File: config.mk
export PLATFORM = sky130hd
export DESIGN_NAME = diag_frame_receiver
export DESIGN_NICKNAME = d
export VERILOG_FILES = /design/src/hw/rtl/dfr_pkg.sv /design/src/hw/rtl/dfr_store.sv /design/src/hw/rtl/diag_frame_receiver.sv
export SDC_FILE = /design/constraint.sdc
export NUM_CORES = 1
export LEC_CHECK = 0
export BUFFER_PORTS_ARGS = -buffer_cell sky130_fd_sc_hd__buf_4
export CAP_MARGIN = 10
export CELL_PAD_IN_SITES_DETAIL_PLACEMENT = 1
export CELL_PAD_IN_SITES_GLOBAL_PLACEMENT = 1
export CORE_MARGIN = 3
export CORE_UTILIZATION = 55
export CTS_BUF_LIST = sky130_fd_sc_hd__clkbuf_2 sky130_fd_sc_hd__clkbuf_4 sky130_fd_sc_hd__clkbuf_8
export DETAILED_ROUTE_END_ITERATION = 10
export GPL_ROUTABILITY_DRIVEN = 0
export PLACE_DENSITY = 0.84
export SLEW_MARGIN = 20
export SYNTH_ARGS = -nofsm -noshare
export SYNTH_HDL_FRONTEND = slang
export SYNTH_SLANG_ARGS = --single-unit
export TNS_END_PERCENT = 10
File: constraint.sdc
create_clock -name i_clk -period 7.89 [get_ports i_clk]
set_input_delay 0.789 -clock i_clk [delete_from_list [all_inputs] [get_ports i_clk]]
set_output_delay 0.789 -clock i_clk [all_outputs]
set_load 0.02 [all_outputs]
File: src/hw/rtl/dfr_pkg.sv
// ----------------------------------------------------------------------------
// dfr_pkg
// Shared constants, codes and word types of the diagnostic frame receiver.
// ----------------------------------------------------------------------------
package dfr_pkg;

    localparam int FRAME_BYTES   = 10;
    localparam int TYPE_SLOTS    = 7;
    localparam int REQUEST_COUNT = 4;

    localparam int NUM_BUFS  = TYPE_SLOTS + 1;
    localparam int BUF_W     = $clog2(NUM_BUFS);
    localparam int POS_W     = $clog2(FRAME_BYTES);
    localparam int MEM_DEPTH = NUM_BUFS * FRAME_BYTES;
    localparam int MEM_W     = $clog2(MEM_DEPTH);
    localparam int REQ_W     = (REQUEST_COUNT > 1) ? $clog2(REQUEST_COUNT) : 1;

    localparam logic [7:0] HEADER_MARK = 8'h55;
    localparam logic [7:0] IDLE_BYTE   = 8'hFF;

    localparam logic REQ_BYTE = 1'b0;
    localparam logic REQ_READ = 1'b1;

    typedef enum logic [1:0] {
        ST_NONE   = 2'd0,
        ST_ACCEPT = 2'd1,
        ST_REJECT = 2'd2,
        ST_SILENT = 2'd3
    } t_status;

    typedef struct packed {
        logic       req_type;
        logic [7:0] data_byte;
        logic [2:0] read_slot;
        logic [3:0] read_offset;
    } t_dfr_in;

    typedef struct packed {
        logic [1:0]  frame_status;
        logic [7:0]  frame_kind;
        logic [1:0]  next_request;
        logic [31:0] good_count;
        logic [31:0] bad_count;
        logic [31:0] silent_count;
        logic [7:0]  read_data;
        logic        read_valid;
    } t_dfr_out;

    typedef struct packed {
        logic             ld;
        logic             rd;
        logic [2:0]       rd_slot;
        logic [3:0]       rd_off;
        logic             wr;
        logic [POS_W-1:0] wr_pos;
        logic [7:0]       wr_byte;
        logic             commit;
        logic [7:0]       commit_kind;
    } t_store_ctl;

endpackage

File: src/hw/rtl/dfr_store.sv
// ----------------------------------------------------------------------------
// dfr_store
// Frame buffer memory with one spare buffer: bytes land in the spare buffer,
// and an accepted frame swaps the spare with its type's buffer.
// ----------------------------------------------------------------------------
module dfr_store (
    input  logic                i_clk,
    input  logic                i_rst_n,
    input  dfr_pkg::t_store_ctl i_ctl,
    output logic [7:0]          o_rd_data,
    output logic                o_rd_valid
);
    import dfr_pkg::*;

    logic [7:0]            r_mem [MEM_DEPTH];
    logic [BUF_W-1:0]      r_map [TYPE_SLOTS];
    logic [BUF_W-1:0]      n_map [TYPE_SLOTS];
    logic [BUF_W-1:0]      r_stage, n_stage;
    logic [TYPE_SLOTS-1:0] r_valid, n_valid;
    logic [7:0]            r_rd_data;
    logic                  r_rd_valid;
    logic [BUF_W-1:0]      rd_buf;
    logic [BUF_W-1:0]      cm_buf;
    logic                  rd_hit;
    logic [MEM_W-1:0]      rd_addr;
    logic [MEM_W-1:0]      wr_addr;

    always_comb begin
        rd_buf  = '0;
        rd_hit  = 1'b0;
        cm_buf  = '0;
        n_map   = r_map;
        n_stage = r_stage;
        n_valid = r_valid;
        for (int s = 0; s < TYPE_SLOTS; s++) begin
            if (int'(i_ctl.rd_slot) == s) begin
                rd_buf = r_map[s];
                rd_hit = r_valid[s];
            end
            if (int'(i_ctl.commit_kind) == s) begin
                cm_buf = r_map[s];
            end
        end
        if (int'(i_ctl.rd_off) >= FRAME_BYTES) begin
            rd_hit = 1'b0;
        end
        if (i_ctl.commit) begin
            n_stage = cm_buf;
            for (int s = 0; s < TYPE_SLOTS; s++) begin
                if (int'(i_ctl.commit_kind) == s) begin
                    n_map[s]   = r_stage;
                    n_valid[s] = 1'b1;
                end
            end
        end
    end

    assign rd_addr = MEM_W'(rd_buf) * MEM_W'(FRAME_BYTES) + MEM_W'(i_ctl.rd_off);
    assign wr_addr = MEM_W'(r_stage) * MEM_W'(FRAME_BYTES) + MEM_W'(i_ctl.wr_pos);

    always_ff @(posedge i_clk) begin
        if (!i_rst_n) begin
            r_stage    <= BUF_W'(TYPE_SLOTS);
            r_valid    <= '0;
            r_rd_valid <= 1'b0;
            for (int s = 0; s < TYPE_SLOTS; s++) begin
                r_map[s] <= BUF_W'(s);
            end
        end else begin
            r_stage <= n_stage;
            r_valid <= n_valid;
            r_map   <= n_map;
            if (i_ctl.ld) begin
                r_rd_valid <= i_ctl.rd & rd_hit;
            end
        end
    end

    always_ff @(posedge i_clk) begin
        if (i_ctl.wr) begin
            r_mem[wr_addr] <= i_ctl.wr_byte;
        end
        if (i_ctl.ld && i_ctl.rd) begin
            r_rd_data <= r_mem[rd_addr];
        end
    end

    assign o_rd_data  = r_rd_valid ? r_rd_data : 8'h00;
    assign o_rd_valid = r_rd_valid;

endmodule

File: src/hw/rtl/diag_frame_receiver.sv
// ----------------------------------------------------------------------------
// diag_frame_receiver
// Gathers received response bytes into frames, classifies each complete
// frame, keeps per-type frame copies and totals, and serves byte reads.
// ----------------------------------------------------------------------------
// One word is taken per clock while the input is not stalled; its result
// passes through an input register, one pass of compare and byte-sum logic,
// and the result register with the frame buffer's registered read port beside it.
// A stalled result holds the word behind it in the input register; otherwise
// the input never stalls. Frames are kept in a memory of one buffer more than
// there are types; an accepted frame is never copied, its buffer is swapped in
// for its type. Slot valid bits are cleared by reset, so the block is ready at
// once.
module diag_frame_receiver (
    input  logic              i_clk,
    input  logic              i_rst_n,
    input  logic              i_in_valid,
    input  dfr_pkg::t_dfr_in  i_in_data,
    output logic              o_in_stall,
    output logic              o_out_valid,
    output dfr_pkg::t_dfr_out o_out_data,
    input  logic              i_out_stall
);
    import dfr_pkg::*;

    t_dfr_in          r_in;
    logic             r_in_vld;
    logic             r_out_vld;
    t_status          r_status, n_status;
    logic [7:0]       r_kind_out;
    logic [POS_W-1:0] r_pos, n_pos;
    logic [7:0]       r_sum, n_sum;
    logic             r_ones, n_ones;
    logic [7:0]       r_hdr;
    logic [7:0]       r_type;
    logic [REQ_W-1:0] r_req, n_req;
    logic [31:0]      r_good, n_good;
    logic [31:0]      r_bad, n_bad;
    logic [31:0]      r_silent, n_silent;

    logic       advance;
    logic       take;
    logic       is_byte;
    logic       byte_go;
    logic       last;
    logic [7:0] sum_next;
    logic       ones_next;
    logic       frame_ok;
    t_store_ctl store_ctl;
    logic [7:0] rd_data;
    logic       rd_valid;

    assign advance    = r_in_vld & (~r_out_vld | ~i_out_stall);
    assign o_in_stall = r_in_vld & ~advance;
    assign take       = i_in_valid & ~o_in_stall;

    assign is_byte   = (r_in.req_type == REQ_BYTE);
    assign byte_go   = advance & is_byte;
    assign last      = (r_pos == POS_W'(FRAME_BYTES - 1));
    assign sum_next  = r_sum + r_in.data_byte;
    assign ones_next = r_ones & (r_in.data_byte == IDLE_BYTE);
    assign frame_ok  = (r_hdr == HEADER_MARK) && (int'(r_type) < TYPE_SLOTS)
                       && (sum_next == 8'h00);

    always_comb begin
        n_status = ST_NONE;
        n_pos    = r_pos;
        n_sum    = r_sum;
        n_ones   = r_ones;
        n_req    = r_req;
        n_good   = r_good;
        n_bad    = r_bad;
        n_silent = r_silent;
        if (is_byte && last) begin
            if (ones_next) begin
                n_status = ST_SILENT;
            end else if (frame_ok) begin
                n_status = ST_ACCEPT;
            end else begin
                n_status = ST_REJECT;
            end
        end
        if (byte_go) begin
            if (last) begin
                n_pos  = '0;
                n_sum  = 8'h00;
                n_ones = 1'b1;
                case (n_status)
                    ST_SILENT: n_silent = r_silent + 32'd1;
                    ST_ACCEPT: n_good   = r_good + 32'd1;
                    ST_REJECT: n_bad    = r_bad + 32'd1;
                    default:   n_silent = r_silent;
                endcase
                if (n_status != ST_SILENT) begin
                    n_req = (r_req == REQ_W'(REQUEST_COUNT - 1)) ? '0 : r_req + 1'b1;
                end
            end else begin
                n_pos  = r_pos + 1'b1;
                n_sum  = sum_next;
                n_ones = ones_next;
            end
        end
    end

    always_ff @(posedge i_clk) begin
        if (!i_rst_n) begin
            r_in_vld  <= 1'b0;
            r_out_vld <= 1'b0;
            r_pos     <= '0;
            r_sum     <= 8'h00;
            r_ones    <= 1'b1;
            r_req     <= '0;
            r_good    <= '0;
            r_bad     <= '0;
            r_silent  <= '0;
        end else begin
            if (take) begin
                r_in_vld <= 1'b1;
            end else if (advance) begin
                r_in_vld <= 1'b0;
            end
            if (advance) begin
                r_out_vld <= 1'b1;
            end else if (!i_out_stall) begin
                r_out_vld <= 1'b0;
            end
            r_pos    <= n_pos;
            r_sum    <= n_sum;
            r_ones   <= n_ones;
            r_req    <= n_req;
            r_good   <= n_good;
            r_bad    <= n_bad;
            r_silent <= n_silent;
        end
    end

    always_ff @(posedge i_clk) begin
        if (take) begin
            r_in <= i_in_data;
        end
        if (byte_go && r_pos == POS_W'(0)) begin
            r_hdr <= r_in.data_byte;
        end
        if (byte_go && r_pos == POS_W'(1)) begin
            r_type <= r_in.data_byte;
        end
        if (advance) begin
            r_status   <= n_status;
            r_kind_out <= (is_byte && last) ? r_type : 8'h00;
        end
    end

    always_comb begin
        store_ctl.ld          = advance;
        store_ctl.rd          = ~is_byte;
        store_ctl.rd_slot     = r_in.read_slot;
        store_ctl.rd_off      = r_in.read_offset;
        store_ctl.wr          = byte_go;
        store_ctl.wr_pos      = r_pos;
        store_ctl.wr_byte     = r_in.data_byte;
        store_ctl.commit      = byte_go & last & (n_status == ST_ACCEPT);
        store_ctl.commit_kind = r_type;
    end

    dfr_store u_store (
        .i_clk      (i_clk),
        .i_rst_n    (i_rst_n),
        .i_ctl      (store_ctl),
        .o_rd_data  (rd_data),
        .o_rd_valid (rd_valid)
    );

    assign o_out_valid             = r_out_vld;
    assign o_out_data.frame_status = r_status;
    assign o_out_data.frame_kind   = r_kind_out;
    assign o_out_data.next_request = 2'(r_req);
    assign o_out_data.good_count   = r_good;
    assign o_out_data.bad_count    = r_bad;
    assign o_out_data.silent_count = r_silent;
    assign o_out_data.read_data    = rd_data;
    assign o_out_data.read_valid   = rd_valid;

endmodule

==> impl_results.md, run 1 <==
- Post-Layout Cell Count: around 3200
- Grt ovf: 0
- RSZ-0062 raised after global routing: no
- Max-cap check violation count: 0
- CTS sink cnt: approximately 840
- Core area: 0.0608 mm²
- Tcrit/Tclk final: 72.6%
- CTS HTree Levels: 4
- RR Endpoint: u_store.r_rd_data[7]$_DFFE_PP_
- Initial Utilization: between 50 and 60%
- Post-cts repair resize count: 0
- Vias in the first global route: between 20000 and 25000
- Seq cells post-synth: roughly 840
- Vias per inst: 6.48
- Routed wire per std cell: 28.8 µm
- Antenna violations before repair: 2
- Cells taking the most area after synthesis: edfxtp_1 (61%), mux4_2 (12%), dfxtp_1 (8.5%)
- DRT met1 WL: 36.0 mm
- # IOs: between 100 and 150
- Type of origin of the critical path: register
- Slack of the worst reg-to-reg path: 2.16 ns
- TritonCTS clock tree: built
- Largest area contributor in the netlist: edfxtp_1
- CTS Buf Count: 136
- Post-DP HPWL: 58.4 mm
- YS warnings: 0
- Setup WS post-layout: between 2 and 2.5 ns
- Most frequent cells after synthesis: edfxtp_1 (690), mux4_2 (177), nor2_1 (160)
- Row count: 90
- Die area: 0.0650 mm²
- FF+latch area: 0.0236 mm²
- Routed WL: around 93 mm
- Gr usage total: 29.2%
- Max-slew violations: 0
- CP Max Fanout: 46
- Post-CTS Hold Buffers: 0
- Min Tclk post-route: ~5.7 ns
- First-pass GRT wire length: 140 mm
- Multi-input gate area: roughly 0.01 mm²
- CTS Root Cell: clkbuf_8
- Worst Tran Pin Value: 1.14 ns
- Max clock buf depth: 3
- Setup Buffers After CTS: 0
- Post-synth top area share: about three fifths
- Number of flops mapped to enable cells by yosys: 690
- Dpl cells: 2976
- Syn_nets: 2182
- Vias: 20900
- Largest net degree at the start of global routing: 98
- Max Used Layer: met4
- Syn-to-layout area delta: 13.5%
- Critical Path End Type: register
- Clock Skews: 0.0411 ns
- Syn_area_per_cell: ~16 µm²
- Crit. Startpoint: r_in[4]$_DFFE_PP_
- Worst R2R Path Depth: 15
- Relative slew slack: 23.9%
- Main synth FF type: edfxtp_1
- Cell variety after synth: 63
- Hold crit path type: primary input to register
- Worst setup path end: u_store.r_rd_data[7]$_DFFE_PP_
- Die width: 255 µm
- P_leak: 12.7 nW
- Place WS: 2.39 ns
- Worst-Skew Late Latency: 0.79 ns
- Die height: 255 µm
- Post-DRT Antenna Nets: 0
- WP data arrival: 6.24 ns
- Met3 WL: 7.88 mm
- Fmax: 0.175 GHz
- Fill count: ~5400
- Top-count cell post-synth: edfxtp_1
- Outcome: completed
- Seq/Total Area, Yosys: about 69%
- Setup tns final: 0 ns
- Pwr Density: 244 mW/mm²
- Maximum VDD drop: 0.161 mV
- I/O Buffers: 138
- Synth Instances: 2137
- CP required: 8.40 ns
- Asr flop ratio synth: 0%
- Kind of critical path: register to register
- Layout cells sized above 1: 23.7%
- Total Nets Final: 2378
- Synthesized cell area: 0.0341 mm²
- Final-report hold violation count: 0
- DRC violations left: 0
- Setup violations, final: 0
- Drt first pass iters: 5
- Met2 WL: 45.6 mm
- Number of DRC markers in iteration 0: approximately 1900
- Clock transition at the registers of the reported paths: 0.07 ns
- R2R Path Start: r_in[4]$_DFFE_PP_
[cells by family after synthesis]
kind of cell / after synthesis / share of synthesized area, %
XOR/XNOR: 41 / 1.05
flip-flops: 835 / 69.3
multiplexers: 241 / 13.6
AND/OR/NAND/NOR: 583 / 8.46
adder cells (fa/ha/maj): 25 / 0.983
AO/OA/AOI/OAI: 268 / 5.00
buffers and inverters: 144 / 1.68
[registers in the layout, indices dropped and copies added (netlist names), 16 cells and up]
name	flops
u_store.r_map	21
r_silent	32
r_in	16
r_good	32
r_bad	32
u_store.r_mem	640
[routing by layer]
| metal | vias up | GRT usage (%) |
|---|---|---|
| met5 | - | 0 |
| met4 | 0 | 12.5 |
| met2 | 1043 | 47.7 |
| li1 | 8871 | - |
| met3 | 204 | 7.65 |
| met1 | 10800 | 37.5 |
[layout make-up]
class | count | area share, %
multi-input combinational | 1158 | 25.8
clock inverter | 57 | 1.08
tap | 782 | 2.53
inverter | 41 | 0.404
clock buffer | 187 | 5.97
sequential | 835 | 61.0
antenna | 2 | 0.0129
timing repair buffer | 161 | 3.20
[stage by stage]
step | cell area [µm²] | hold WS [ns] | util, % | power [mW]
6_report | 38700 | 0.193 | 63.7 | 9.43
5_1_grt | 38700 | 0.147 | 63.7 | 9.73
4_1_cts | 38700 | 0.124 | 63.6 | 9.48
3_5_place_dp | 36000 | 0.447 | 59.1 | 5.72
3_3_place_gp | 36000 | 0.441 | 59.1 | 5.67
2_1_floorplan | 34100 | 0.425 | - | 5.42
[worst max-delay path, stage by stage (launching register included)]
cell and delay, ns:
edfxtp_1 0.61, nand2b_1 0.28, o221ai_1 0.16, o21ai_0 0.19
o21ai_0 0.18, a21o_1 0.25, inv_1 0.10, ha_4 0.14
inv_1 0.06, fa_4 1.12, buf_4 0.64, mux4_2 0.45
mux2i_1 0.32, o22ai_1 0.17, o41ai_1 0.59, o31ai_1 0.12
[where the power goes]
part	switching [mW]	internal, mW	leakage, nW
Combinational	0.520	0.304	3.90
Sequential	0.0203	4.79	7.39
Clock	1.73	2.07	1.42
Total	2.27	7.17	12.7
[placed cells by master (no fill, tap or decap), types with 18 or more instances in the layout]
cell      synthesis  routed
o31ai_1          46      46
mux2i_1          61      61
dfxtp_1         145     145
nor2_1          160     160
clkbuf_4          0      42
clkinv_1          0      25
mux4_2          177     177
nand3_1          54      54
buf_4             1     158
xor2_1           21      19
or3_1            35      35
clkbuf_8          0     145
o21ai_0          38      38
nor3_1           26      26
a21oi_1         113     113
ha_1             22      21
xnor2_1          20      18
nand4_1          23      23
or4_1            41      41
inv_1            41      40
edfxtp_1        690     690
nand2_1         159     158
[worst min path at each step]
stage	slack, ns	from	cells past startpoint	endpoint
after floorplan	0.43	u_store.r_valid[5]$_SDFFE_PN0P_	2	u_store.r_valid[5]$_SDFFE_PN0P_
after global placement	0.44	u_store.r_valid[5]$_SDFFE_PN0P_	2	u_store.r_valid[5]$_SDFFE_PN0P_
after detailed placement	0.45	u_store.r_valid[6]$_SDFFE_PN0P_	2	u_store.r_valid[6]$_SDFFE_PN0P_
after CTS	0.12	i_in_data[2]	1	r_in[2]$_DFFE_PP_
after global routing	0.15	i_in_data[15]	1	r_in[15]$_DFFE_PP_
final	0.19	i_in_data[13]	1	r_in[13]$_DFFE_PP_
Power figures use the tool's default switching activity.
==> run 2, diff against run 1 <==
ABC_AREA = 1   (was unset)
CORE_UTILIZATION = 46   (was 55)
PLACE_DENSITY = 0.8   (was 0.84)
clock period = 4.97 ns   (was 7.89 ns; I/O delays follow)
==> impl_results.md, run 2 <==
- Vias in the first global route: between 20000 and 30000
- Number of flops mapped to enable cells by yosys: 690
- Setup tns final: 0 ns
- Pwr Density: about 380 mW/mm²
- CP max stage delay: 0.47 ns
- Net Sw Frac: between 20% and 30%
- Post-DRT Antenna Nets: 0
- Worst R2R Path Depth: 20
- Crit-path leading delay family: simple AND/OR/NAND/NOR gates
- Die width: 286 µm
- Worst Hold Endpoint: r_ones$_SDFFE_PN1P_
- CP max stage cell: edfxtp_1
- TritonCTS clock tree: built
- Seq cells post-synth: 835
- CTS HTree Levels: 4
- Grt ovf: 0
- DRC violations left: 0
- Placed inst area: roughly 0.038 mm²
- Max-cap check violation count: 0
- Syn_area_per_cell: 10.4 µm²
- Cells along the critical path: nor3_1 > nand2_1 > o211ai_1 > a21oi_1 > nand4_1 > o21ai_0 > nor2_1 > nor2_1 > ha_1 > a21oi_1 > nand2_1 > or2_2 > nand2_1 > buf_4 > inv_1 > nand3_1 > nand3_1 > nand2_1 > nand2_1 > nand2_1
- Routed WL: 111 mm
- Critical Path End Type: register
- Max clock buf depth: 3
- Gr usage total: 27.0%
- Vias: 27500
- Min Tclk post-route: 4.12 ns
- Final core occ: between 50 and 60%
- CP Depth: 20
- Post-DP HPWL: 68.5 mm
- Relative slew slack: around a quarter
- Place WS: 0.947 ns
- # IOs: 139
- Worst Tran Pin Value: around 1.1 ns
- Type of origin of the critical path: register
- Max reg flops: 640
- Most frequent cells in the layout: edfxtp_1 (690), nor2_1 (666), nand2_1 (499)
- Clock Skews: 0.0270 ns
- Number of DRC markers in iteration 0: 2262
- Combinational power share: 10.9%
- Largest net degree at the start of global routing: 198
- Post-synth top area share: 57.5%
- Setup violations, final: 0
- Buffers plus inverters on the worst setup path: 2
- CTS sink cnt: 835
- Hold path cells: 2
- Tcrit/Tclk final: 83.0%
- Kind of critical path: register to register
- Internal power: 11.4 mW
- CP Max Fanout: 17
- Pwr Total: around 16 mW
- First-pass GRT wire length: approximately 170 mm
- CTS Buf Count: 143
- Synth Instances: ~3500
- YS warnings: 0
- Syn_nets: approximately 3500
- Clock transition at the registers of the reported paths: 0.06 ns
- Synthesized cell area: 0.0361 mm²
- Seq/Total Area, Yosys: 65.5%
- Final hold slack: 0.256 ns
- Largest area contributor in the netlist: edfxtp_1
- Maximum VDD drop: 0.190 mV
- I/O Buffers: 138
- RSZ-0062 raised after global routing: no
- P_leak: 14.3 nW
- Fmax: 0.242 GHz
- Routed wire per std cell: ~23 µm
- Clock network power share: 39.9%
- Dpl cells: around 4500
- Cells taking the most area after synthesis: edfxtp_1 (57%), dfxtp_1 (8.0%), nor2_1 (7.0%)
- CP required: 5.64 ns
- Vias per inst: 5.74
- Hold path start: i_rst_n
- Die height: between 200 and 300 µm
- Fill count: 8537
- Most frequent cells after synthesis: edfxtp_1 (690), nor2_1 (668), nand2_1 (499)
- Post-Layout Cell Count: 4795
- Most common cell after layout, fill and taps aside: edfxtp_1
- Core area: a little under 0.08 mm²
- Initial Utilization: 46.5%
- CTS Root Cell: clkbuf_8
- Drt first pass iters: 5
- RR Endpoint: u_store.r_rd_data[1]$_DFFE_PP_
- Main synth FF type: edfxtp_1
- Seq pwr share: 49.2%
- Die area: 0.0818 mm²
- Total Nets Final: 3688
- Max-slew violations: 0
- Most flops, register: u_store.r_mem
- Fin area: roughly 0.041 mm²
- Syn-to-layout area delta: 14.2%
- Worst-Skew Late Latency: slightly above 0.8 ns
- Final-report hold violation count: 0
- Row count: 102
- NetSw: 4.12 mW
- Cell variety after synth: 47
- Slack of the worst reg-to-reg path: 0.85 ns
- Critical path's most frequent cell: nand2_1
- Top-count cell post-synth: edfxtp_1
- R2R Path Start: r_in[4]$_DFFE_PP_
- Layout cells sized above 1: 12.2%
- Hold crit path type: primary input to register
- Asr flop ratio synth: 0%
- Antenna violations before repair: 4
- WP data arrival: 4.80 ns
- Outcome: completed
- Setup WS post-layout: 0.846 ns
run 2: power by group through the flow:
stage | Sequential, mW | Combinational (mW) | Clock (mW)
global placement | 7.79 | 1.59 | 0
detailed placement | 7.79 | 1.66 | 0
floorplan | 7.82 | 0.968 | 0
global route | 7.65 | 1.84 | 6.63
CTS | 7.65 | 1.68 | 6.31
finish | 7.65 | 1.69 | 6.21
run 2: kinds of logic (layout without fill, tap and decap cells):
family / count (synthesis) / count (layout) / share of synthesized area, %
AO/OA/AOI/OAI: 714 / 714 / 11.1
buffers and inverters: 358 / 650 / 3.97
flip-flops: 835 / 835 / 65.5
other: 0 / 2 / 0
adder cells (fa/ha/maj): 25 / 25 / 0.930
XOR/XNOR: 61 / 61 / 1.50
AND/OR/NAND/NOR: 1468 / 1468 / 17.0
run 2: worst reg2reg max path, cell delays in order, from the launching register on:
cell and delay [ns]:
edfxtp_1 0.47, nor3_1 0.41, nand2_1 0.12, o211ai_1 0.14, a21oi_1 0.09, nand4_1 0.07
o21ai_0 0.16, nor2_1 0.21, nor2_1 0.09, ha_1 0.37, a21oi_1 0.19, nand2_1 0.09
or2_2 0.27, nand2_1 0.07, buf_4 0.27, inv_1 0.34, nand3_1 0.24, nand3_1 0.15
nand2_1 0.12, nand2_1 0.07, nand2_1 0.06
run 2: repair_timing:
action / in CTS / in global routing
hold buffers: 18 / 0
endpoints found under the hold margin: 18 / 0
resized for setup: 0 / 0
buffers inserted: 0 / 0
run 2: layout make-up:
class	count	area, µm²	area share (%)
Antenna cell	2	5.00	0.0122
Clock buffer	197	2440	5.93
Clock inverter	58	370	0.900
Inverter	192	728	1.77
Multi-Input combinational cell	2268	11000	26.8
Sequential cell	835	23600	57.4
Tap cell	1040	1300	3.16
Timing Repair Buffer	203	1660	4.02
run 2: routing by layer:
metal,wire (µm),vias to the layer above,global-route usage [%]
met2,54000,979,45.4
met3,7690,258,5.74
met5,11,-,0
met4,4090,2,10.9
met1,45200,13700,34.2
li1,-,12600,-
run 2: worst max-delay path by stage:
stage | startpoint | endpoint
2_1_floorplan | r_in[7]$_DFFE_PP_ | r_good[10]$_SDFFE_PN0P_
3_3_place_gp | r_in[4]$_DFFE_PP_ | u_store.r_rd_data[6]$_DFFE_PP_
3_5_place_dp | r_in[4]$_DFFE_PP_ | u_store.r_rd_data[1]$_DFFE_PP_
4_1_cts | r_in[4]$_DFFE_PP_ | u_store.r_rd_data[5]$_DFFE_PP_
5_1_grt | r_in[4]$_DFFE_PP_ | u_store.r_rd_data[1]$_DFFE_PP_
6_report | r_in[4]$_DFFE_PP_ | u_store.r_rd_data[1]$_DFFE_PP_
